### src/h2r_pkg.sv
package h2r_pkg;

  // input hue word
  localparam int HUE_WIDTH = 14;

  // defaults for the top level parameters
  localparam int HUE_FRACTION_BITS_DEF = 4;
  localparam int COLOR_BITS_DEF = 8;

  // configuration register map
  localparam int CFG_INDEX_W = 1;
  localparam logic [CFG_INDEX_W-1:0] REG_SATURATION = 1'b0;
  localparam logic [CFG_INDEX_W-1:0] REG_BRIGHTNESS = 1'b1;

  // 60 degree slice of the color wheel
  typedef enum logic [2:0] {
    SXT_RED_YELLOW   = 3'd0,
    SXT_YELLOW_GREEN = 3'd1,
    SXT_GREEN_CYAN   = 3'd2,
    SXT_CYAN_BLUE    = 3'd3,
    SXT_BLUE_MAGENTA = 3'd4,
    SXT_MAGENTA_RED  = 3'd5
  } sextant_t;

endpackage

### src/h2r_hue_if.sv
interface h2r_hue_if import h2r_pkg::*; ();
  logic                        valid;
  logic                        ready;
  logic signed [HUE_WIDTH-1:0] hue;

  modport source (output valid, output hue, input ready);
  modport sink (input valid, input hue, output ready);
endinterface

### src/h2r_rgb_if.sv
interface h2r_rgb_if import h2r_pkg::*; #(
  parameter int COLOR_BITS = COLOR_BITS_DEF
) ();
  logic                  valid;
  logic                  ready;
  logic [COLOR_BITS-1:0] red;
  logic [COLOR_BITS-1:0] green;
  logic [COLOR_BITS-1:0] blue;
  logic                  hue_out_of_range;

  modport source (output valid, output red, output green, output blue,
                  output hue_out_of_range, input ready);
  modport sink (input valid, input red, input green, input blue,
                input hue_out_of_range, output ready);
endinterface

### src/hsv_to_rgb_pixel.sv
// hsv to rgb pixel converter: takes one signed hue per transfer, in units of
// 2^-HUE_FRACTION_BITS degree, and returns a red, green, blue triple of
// COLOR_BITS each, with saturation and brightness taken from two
// configuration registers (index 0 saturation, reset 0.80 of full scale;
// index 1 brightness, reset full scale). every channel is the exact rational
// result truncated toward zero. a hue below 0 or at or above 360 degrees
// gives all three channels at the offset level brightness*(1-saturation)
// and raises hue_out_of_range. the datapath is a five stage pipeline: one
// hue enters every clock while the output is not stalled, so the sustained
// rate is one transfer per cycle; the stages are range check and sextant,
// saturation term, brightness scaling, reciprocal quotient estimate, then
// remainder check and channel steering into the output register. a stall on
// the output holds the whole pipeline in place. write the registers only
// while no transfer is in flight.
module hsv_to_rgb_pixel import h2r_pkg::*; #(
  parameter int HUE_FRACTION_BITS = HUE_FRACTION_BITS_DEF,
  parameter int COLOR_BITS = COLOR_BITS_DEF
) (
  input  logic                   clk,
  input  logic                   rst,
  input  logic                   cfg_we,
  input  logic [CFG_INDEX_W-1:0] cfg_index,
  input  logic [COLOR_BITS-1:0]  cfg_data,
  h2r_hue_if.sink                pixel_in,
  h2r_rgb_if.source              pixel_out
);

  // full scale level and sextant width in hue units
  localparam int FULL = (1 << COLOR_BITS) - 1;
  localparam int SEXT = 60 << HUE_FRACTION_BITS;
  localparam int HUE_LIMIT = 6 * SEXT;
  localparam int SAT_RESET = (FULL * 4 + 2) / 5;
  localparam int DW = $clog2(SEXT + 1);
  // full * sextant width, the common denominator
  localparam longint unsigned DEN = longint'(FULL) * longint'(SEXT);
  localparam int TW = $clog2(DEN + 1);
  localparam int PW = COLOR_BITS + TW;
  // sextant width is 15 * 2^(fraction bits + 2): the power of two goes first
  localparam int SHIFT = HUE_FRACTION_BITS + 2;
  localparam int XW = PW - SHIFT;
  localparam int KDIV = FULL * 15;
  localparam longint unsigned RECIP = (64'd1 << XW) / longint'(KDIV);
  localparam int RW = $clog2(RECIP + 1);

  // configuration registers
  logic [COLOR_BITS-1:0] saturation;
  logic [COLOR_BITS-1:0] brightness;

  always_ff @(posedge clk) begin
    if (rst) begin
      saturation <= COLOR_BITS'(SAT_RESET);
      brightness <= COLOR_BITS'(FULL);
    end else if (cfg_we) begin
      case (cfg_index)
        REG_SATURATION: saturation <= cfg_data;
        REG_BRIGHTNESS: brightness <= cfg_data;
        default: ;
      endcase
    end
  end

  // whole pipeline moves when the output slot is free or being taken
  logic adv;
  logic [4:0] vld;

  assign adv = !vld[4] || pixel_out.ready;
  assign pixel_in.ready = adv;
  assign pixel_out.valid = vld[4];

  always_ff @(posedge clk) begin
    if (rst) begin
      vld <= '0;
    end else if (adv) begin
      vld <= {vld[3:0], pixel_in.valid};
    end
  end

  // stage 1: range check, sextant and distance from the nearest primary
  logic signed [31:0] hue_wide;
  sextant_t           sx_c;
  logic [31:0]        base_c;
  logic [31:0]        rem_c;
  logic [DW-1:0]      frac_c;
  logic               oor_c;

  always_comb begin
    hue_wide = 32'(pixel_in.hue);
    oor_c = (hue_wide < 0) || (hue_wide >= HUE_LIMIT);
    if (hue_wide >= 5 * SEXT) begin
      sx_c = SXT_MAGENTA_RED;
      base_c = 32'(5 * SEXT);
    end else if (hue_wide >= 4 * SEXT) begin
      sx_c = SXT_BLUE_MAGENTA;
      base_c = 32'(4 * SEXT);
    end else if (hue_wide >= 3 * SEXT) begin
      sx_c = SXT_CYAN_BLUE;
      base_c = 32'(3 * SEXT);
    end else if (hue_wide >= 2 * SEXT) begin
      sx_c = SXT_GREEN_CYAN;
      base_c = 32'(2 * SEXT);
    end else if (hue_wide >= SEXT) begin
      sx_c = SXT_YELLOW_GREEN;
      base_c = 32'(SEXT);
    end else begin
      sx_c = SXT_RED_YELLOW;
      base_c = '0;
    end
    rem_c = 32'(hue_wide) - base_c;
    // odd sextants fall toward the next primary
    if (sx_c[0]) begin
      frac_c = DW'(SEXT) - DW'(rem_c);
    end else begin
      frac_c = DW'(rem_c);
    end
  end

  sextant_t      sx1;
  logic [DW-1:0] frac1;
  logic          oor1;

  always_ff @(posedge clk) begin
    if (adv) begin
      sx1 <= sx_c;
      frac1 <= frac_c;
      oor1 <= oor_c;
    end
  end

  // stage 2: t = full*D - s*(D - frac), numerator of the secondary term over v
  logic [TW-1:0] t_c;
  logic [DW-1:0] dist_c;

  always_comb begin
    dist_c = DW'(SEXT) - frac1;
    t_c = TW'(DEN) - TW'(TW'(saturation) * TW'(dist_c));
  end

  sextant_t              sx2;
  logic                  oor2;
  logic [TW-1:0]         t2;
  logic [COLOR_BITS-1:0] inv_sat2;

  always_ff @(posedge clk) begin
    if (adv) begin
      sx2 <= sx1;
      oor2 <= oor1;
      t2 <= t_c;
      inv_sat2 <= COLOR_BITS'(FULL) - saturation;
    end
  end

  // stage 3: scale by brightness, drop the power of two of the denominator
  logic [PW-1:0]           nmid_c;
  logic [2*COLOR_BITS-1:0] plow_c;
  logic [XW-1:0]           xlow_c;

  always_comb begin
    nmid_c = PW'(brightness) * PW'(t2);
    plow_c = (2 * COLOR_BITS)'(brightness) * (2 * COLOR_BITS)'(inv_sat2);
    // times 15 as 16x - x
    xlow_c = (XW'(plow_c) << 4) - XW'(plow_c);
  end

  sextant_t      sx3;
  logic          oor3;
  logic [XW-1:0] xmid3;
  logic [XW-1:0] xlow3;

  always_ff @(posedge clk) begin
    if (adv) begin
      sx3 <= sx2;
      oor3 <= oor2;
      xmid3 <= nmid_c[PW-1:SHIFT];
      xlow3 <= xlow_c;
    end
  end

  // stage 4: quotient estimate by reciprocal, low by at most one
  logic [XW+RW-1:0] pmid_c;
  logic [XW+RW-1:0] plow4_c;

  always_comb begin
    pmid_c = (XW + RW)'(xmid3) * (XW + RW)'(RECIP);
    plow4_c = (XW + RW)'(xlow3) * (XW + RW)'(RECIP);
  end

  sextant_t              sx4;
  logic                  oor4;
  logic [XW-1:0]         xmid4;
  logic [XW-1:0]         xlow4;
  logic [COLOR_BITS-1:0] qmid4;
  logic [COLOR_BITS-1:0] qlow4;

  always_ff @(posedge clk) begin
    if (adv) begin
      sx4 <= sx3;
      oor4 <= oor3;
      xmid4 <= xmid3;
      xlow4 <= xlow3;
      qmid4 <= COLOR_BITS'(pmid_c >> XW);
      qlow4 <= COLOR_BITS'(plow4_c >> XW);
    end
  end

  // stage 5: remainder check fixes the estimate, then channel steering
  logic [XW-1:0]         rmid_c;
  logic [XW-1:0]         rlow_c;
  logic [COLOR_BITS-1:0] mid_c;
  logic [COLOR_BITS-1:0] low_c;
  logic [COLOR_BITS-1:0] top_c;
  logic [COLOR_BITS-1:0] red_c;
  logic [COLOR_BITS-1:0] green_c;
  logic [COLOR_BITS-1:0] blue_c;

  always_comb begin
    rmid_c = xmid4 - XW'(XW'(qmid4) * XW'(KDIV));
    rlow_c = xlow4 - XW'(XW'(qlow4) * XW'(KDIV));
    mid_c = qmid4 + COLOR_BITS'(rmid_c >= XW'(KDIV));
    low_c = qlow4 + COLOR_BITS'(rlow_c >= XW'(KDIV));
    top_c = brightness;
    if (oor4) begin
      red_c = low_c;
      green_c = low_c;
      blue_c = low_c;
    end else begin
      case (sx4)
        SXT_RED_YELLOW: begin
          red_c = top_c; green_c = mid_c; blue_c = low_c;
        end
        SXT_YELLOW_GREEN: begin
          red_c = mid_c; green_c = top_c; blue_c = low_c;
        end
        SXT_GREEN_CYAN: begin
          red_c = low_c; green_c = top_c; blue_c = mid_c;
        end
        SXT_CYAN_BLUE: begin
          red_c = low_c; green_c = mid_c; blue_c = top_c;
        end
        SXT_BLUE_MAGENTA: begin
          red_c = mid_c; green_c = low_c; blue_c = top_c;
        end
        default: begin
          red_c = top_c; green_c = low_c; blue_c = mid_c;
        end
      endcase
    end
  end

  // output register
  always_ff @(posedge clk) begin
    if (adv) begin
      pixel_out.red <= red_c;
      pixel_out.green <= green_c;
      pixel_out.blue <= blue_c;
      pixel_out.hue_out_of_range <= oor4;
    end
  end

endmodule

### src/flat_wrapper.sv
// flat-port wrapper written by rule: the top's interface ports become plain ports
module hsv_to_rgb_pixel_flat import h2r_pkg::*;
#(
  parameter int HUE_FRACTION_BITS = HUE_FRACTION_BITS_DEF,
  parameter int COLOR_BITS = COLOR_BITS_DEF
)
  (clk, rst, cfg_we, cfg_index, cfg_data, pixel_in_valid, pixel_in_hue, pixel_in_ready, pixel_out_valid, pixel_out_red, pixel_out_green, pixel_out_blue, pixel_out_hue_out_of_range, pixel_out_ready);
  h2r_hue_if pixel_in_i ();
  h2r_rgb_if #(.COLOR_BITS(COLOR_BITS)) pixel_out_i ();
  input  logic clk;
  input  logic rst;
  input  logic cfg_we;
  input  logic [CFG_INDEX_W-1:0] cfg_index;
  input  logic [COLOR_BITS-1:0] cfg_data;
  input wire logic [$bits(pixel_in_i.valid)-1:0] pixel_in_valid;
  input wire logic [$bits(pixel_in_i.hue)-1:0] pixel_in_hue;
  output wire logic [$bits(pixel_in_i.ready)-1:0] pixel_in_ready;
  output wire logic [$bits(pixel_out_i.valid)-1:0] pixel_out_valid;
  output wire logic [$bits(pixel_out_i.red)-1:0] pixel_out_red;
  output wire logic [$bits(pixel_out_i.green)-1:0] pixel_out_green;
  output wire logic [$bits(pixel_out_i.blue)-1:0] pixel_out_blue;
  output wire logic [$bits(pixel_out_i.hue_out_of_range)-1:0] pixel_out_hue_out_of_range;
  input wire logic [$bits(pixel_out_i.ready)-1:0] pixel_out_ready;
  assign pixel_in_i.valid = pixel_in_valid;
  assign pixel_in_i.hue = pixel_in_hue;
  assign pixel_in_ready = pixel_in_i.ready;
  assign pixel_out_valid = pixel_out_i.valid;
  assign pixel_out_red = pixel_out_i.red;
  assign pixel_out_green = pixel_out_i.green;
  assign pixel_out_blue = pixel_out_i.blue;
  assign pixel_out_hue_out_of_range = pixel_out_i.hue_out_of_range;
  assign pixel_out_i.ready = pixel_out_ready;
  hsv_to_rgb_pixel #(.HUE_FRACTION_BITS(HUE_FRACTION_BITS), .COLOR_BITS(COLOR_BITS)) u_core (.clk(clk), .rst(rst), .cfg_we(cfg_we), .cfg_index(cfg_index), .cfg_data(cfg_data), .pixel_in(pixel_in_i), .pixel_out(pixel_out_i));
endmodule
### config.mk
export PLATFORM = sky130hd
export DESIGN_NAME = hsv_to_rgb_pixel_flat
export DESIGN_NICKNAME = d
export VERILOG_FILES = /design/src/h2r_pkg.sv /design/src/h2r_hue_if.sv /design/src/h2r_rgb_if.sv /design/src/hsv_to_rgb_pixel.sv /design/src/flat_wrapper.sv
export SDC_FILE = /design/constraint.sdc
export NUM_CORES = 1
export LEC_CHECK = 0
export BUFFER_PORTS_ARGS = -buffer_cell sky130_fd_sc_hd__buf_2
export CAP_MARGIN = 20
export CORE_ASPECT_RATIO = 1.2
export CORE_UTILIZATION = 65
export CTS_CLUSTER_DIAMETER = 100
export CTS_CLUSTER_SIZE = 24
export DETAILED_ROUTE_END_ITERATION = 8
export GPL_ROUTABILITY_DRIVEN = 0
export PLACE_DENSITY = 0.93
export SLEW_MARGIN = 25
export SYNTH_ARGS = -nofsm -noshare
export SYNTH_HDL_FRONTEND = slang
export SYNTH_SLANG_ARGS = --single-unit
### constraint.sdc
create_clock -name clk -period 12.8 [get_ports clk]
set_input_delay 3.84 -clock clk [delete_from_list [all_inputs] [get_ports clk]]
set_output_delay 3.84 -clock clk [all_outputs]
set_load 0.01 [all_outputs]
==> impl_metrics.csv <==
group,metric,value,unit
outcome,status,"completed",
timing,slew-limit-headroom,0.424,
yosys,synth_most_common_cell,"inv_1",
detailed_routing,wire_per_inst,18.8,um
yosys,syn_area,25300,um^2
cts,cts_resized,0,
yosys,synth-edff-count,173,
grt,grt_start_max_net_pins,64,
finish,syn_to_final_growth,5.54,%
critical_path,max_stage_delay,0.55,ns
yosys,synthTopCellsByCount,"inv_1 (600), ha_1 (398), fa_1 (287)",
yosys,yosysWarnings,0,
finish,layout.nets,3367,
finish,multi_input_area,17300,um^2
yosys,ys_seq_elements,194,
floorplanning,die_h,218,um
yosys,synthDominantCellAreaShare,0.227,
floorplanning,rows,78,
place,placed_area,26100,um^2
timing,fmax,0.111,GHz
critical_path,cp_max_fo,51,
critical_path,cpMostUsedCell,"buf_2",
cts,numCtsBuffers,17,
critical_path,critPathTopFamily,"buffers and inverters",
detailed_routing,firstDrtPassIters,6,
grt,grt.overflow.total,0,
yosys,synthArstFlopShare,0,
critical_path,critPathArrivalTime,5.13,ns
timing,layout_min_cycle_time,8.97,ns
yosys,synthTopCellsByArea,"fa_1 (23%), edfxtp_1 (21%), ha_1 (20%), inv_1 (8.9%), and2_1 (3.6%)",
detailed_routing,drc,0,
floorplanning,dieArea,39800,um^2
place,port_buffers,54,
cts,clk_latency,0.49,ns
floorplanning,io_pins,55,
hold_path,hp-class,"flop to flop",
yosys,seq_area_frac_synth,0.222,
timing,rsz0062_at_grt,"false",
timing,setup_tns,0,ns
timing,fin_crit_sh,0.701,
critical_path,start_kind,"input pin",
detailed_routing,ant_nets,0,
cts,cts_max_level,4,
timing,setup_viol,0,
grt,antenna_found_initial,0,
timing,maxSlewViolCount,0,
cts,clk_root_buffer_cell,"clkbuf_16",
cts,ctsHoldBuffers,0,
job,cap_viol_max_count,0,
place,hpwl,45300,um
grt,grtUsageTotal,0.314,
finish,n_fill_cell,2288,
cts,post_cts_buffers,0,
grt,grt_pass1_wl,98600,um
timing,skew,0.0146,ns
floorplanning,start_util,0.666,
yosys,synth.net_count,3331,
finish,stdcell_area,26700,um^2
cts,cts_tree,"built",
critical_path,required,8.96,ns
floorplanning,core_region_area,38100,um^2
floorplanning,fp.dieW,182,um
cts,max-clock-path-buffers,2,
finish,register_area,5620,um^2
timing,hold_viol_final,0,
critical_path,end_kind,"output port",
detailed_routing,vias_per_cell,6.07,
timing,tightestPinTransition,0.855,ns
detailed_routing,drtIter0Drc,1419,
critical_path,crit_type,"input pin to output port",
critical_path,crit_slowest_cell,"nor2b_1",
critical_path,crit_buf_inv,3,
detailed_routing,routed_wl,59200,um
finish,drive_gt1_frac,0.0435,
yosys,ys_types,70,
yosys,avgSynthCellArea,9.68,um^2
yosys,synth_cells,2618,
finish,antennaDiodeCount,0,
detailed_routing,via_count,19100,
grt,grt_pass1_vias,20900,
yosys,synth_ff_type,"edfxtp_1",
cts,clkTransAtPathRegs,0.07,ns
yosys,synth_top_cell_by_area,"fa_1",
cts,cts_sinks,194,
critical_path,path_cells,"buf_2 -> nor2b_1 -> inv_6 -> buf_2",
timing,holdWs,0.426,ns
## registers in the layout, indices dropped and copies added, names as in the netlist, 3 cells and up
name	count
u_core.xlow3	20
u_core.xlow4	20
u_core.xmid3	20
u_core.xmid4	20
u_core.t2	18
u_core.frac1	10
u_core.brightness	8
u_core.inv_sat2	8
u_core.pixel_out.blue	8
u_core.pixel_out.green	8
u_core.pixel_out.red	8
u_core.qlow4	8
u_core.qmid4	8
u_core.saturation	8
u_core.vld	5
u_core.sx1	3
u_core.sx2	3
u_core.sx3	3
u_core.sx4	3
## per-stage QoR
stage,utilization,instances,worst slack [ns]
after floorplan,-,2618,1.50
after global placement,0.686,3115,3.84
after detailed placement,0.686,3115,3.80
after CTS,0.702,3147,3.80
after global routing,0.702,3147,3.75
final,0.702,3147,3.83
## layout make-up
type	count	share of cell area
tap	480	0.0225
timing repair buffer	64	0.0129
multi-input combinational	1774	0.646
clock inverter	15	0.00758
inverter	603	0.0848
sequential	194	0.210
clock buffer	17	0.0159
## cells in the final DEF (no fill, tap or decap), types with 54 or more instances in the layout
cell type / n
and2_1: 145
nor2_1: 99
xnor2_1: 86
fa_1: 287
inv_1: 599
buf_2: 54
a21oi_1: 94
ha_1: 398
nand2_1: 204
edfxtp_1: 173
## routing by layer
layer | track usage | vias up | wire length (um)
met2 | 0.581 | 933 | 31200
met5 | 0 | - | 0
met3 | 0.0515 | 340 | 3570
met4 | 0.204 | 0 | 3640
met1 | 0.327 | 9275 | 20800
li1 | - | 8552 | -
## worst paths after layout
check / start / cells after the start / slack [ns] / endpoint
min: u_core.sx1[2]$_SDFFCE_PP1P_ / 0 / 0.43 / u_core.sx2[2]$_DFFE_PP_
min reg2reg: u_core.sx1[2]$_SDFFCE_PP1P_ / 0 / 0.43 / u_core.sx2[2]$_DFFE_PP_
max: pixel_out_ready / 4 / 3.83 / pixel_in_ready
max reg2reg: u_core.qmid4[5]$_DFFE_PP_ / 22 / 6.02 / u_core.pixel_out.green[6]$_DFFE_PP_
## cell families (layout without fill, tap and decap cells)
family                     after synthesis  count (layout)  synth area share
muxes                                   10              10           0.00410
AOI/OAI and AO/OA                      334             334            0.0891
xor gates and xnor gates               136             136            0.0470
buffers and inverters                  650             699            0.0963
adders and majority gates              685             685             0.423
and+or+nand+nor                        609             609             0.119
DFF                                    194             194             0.222
Power is left out: the tool's default activity adds up to more than one toggle a clock period on the data nets, which glitch-free logic cannot reach.
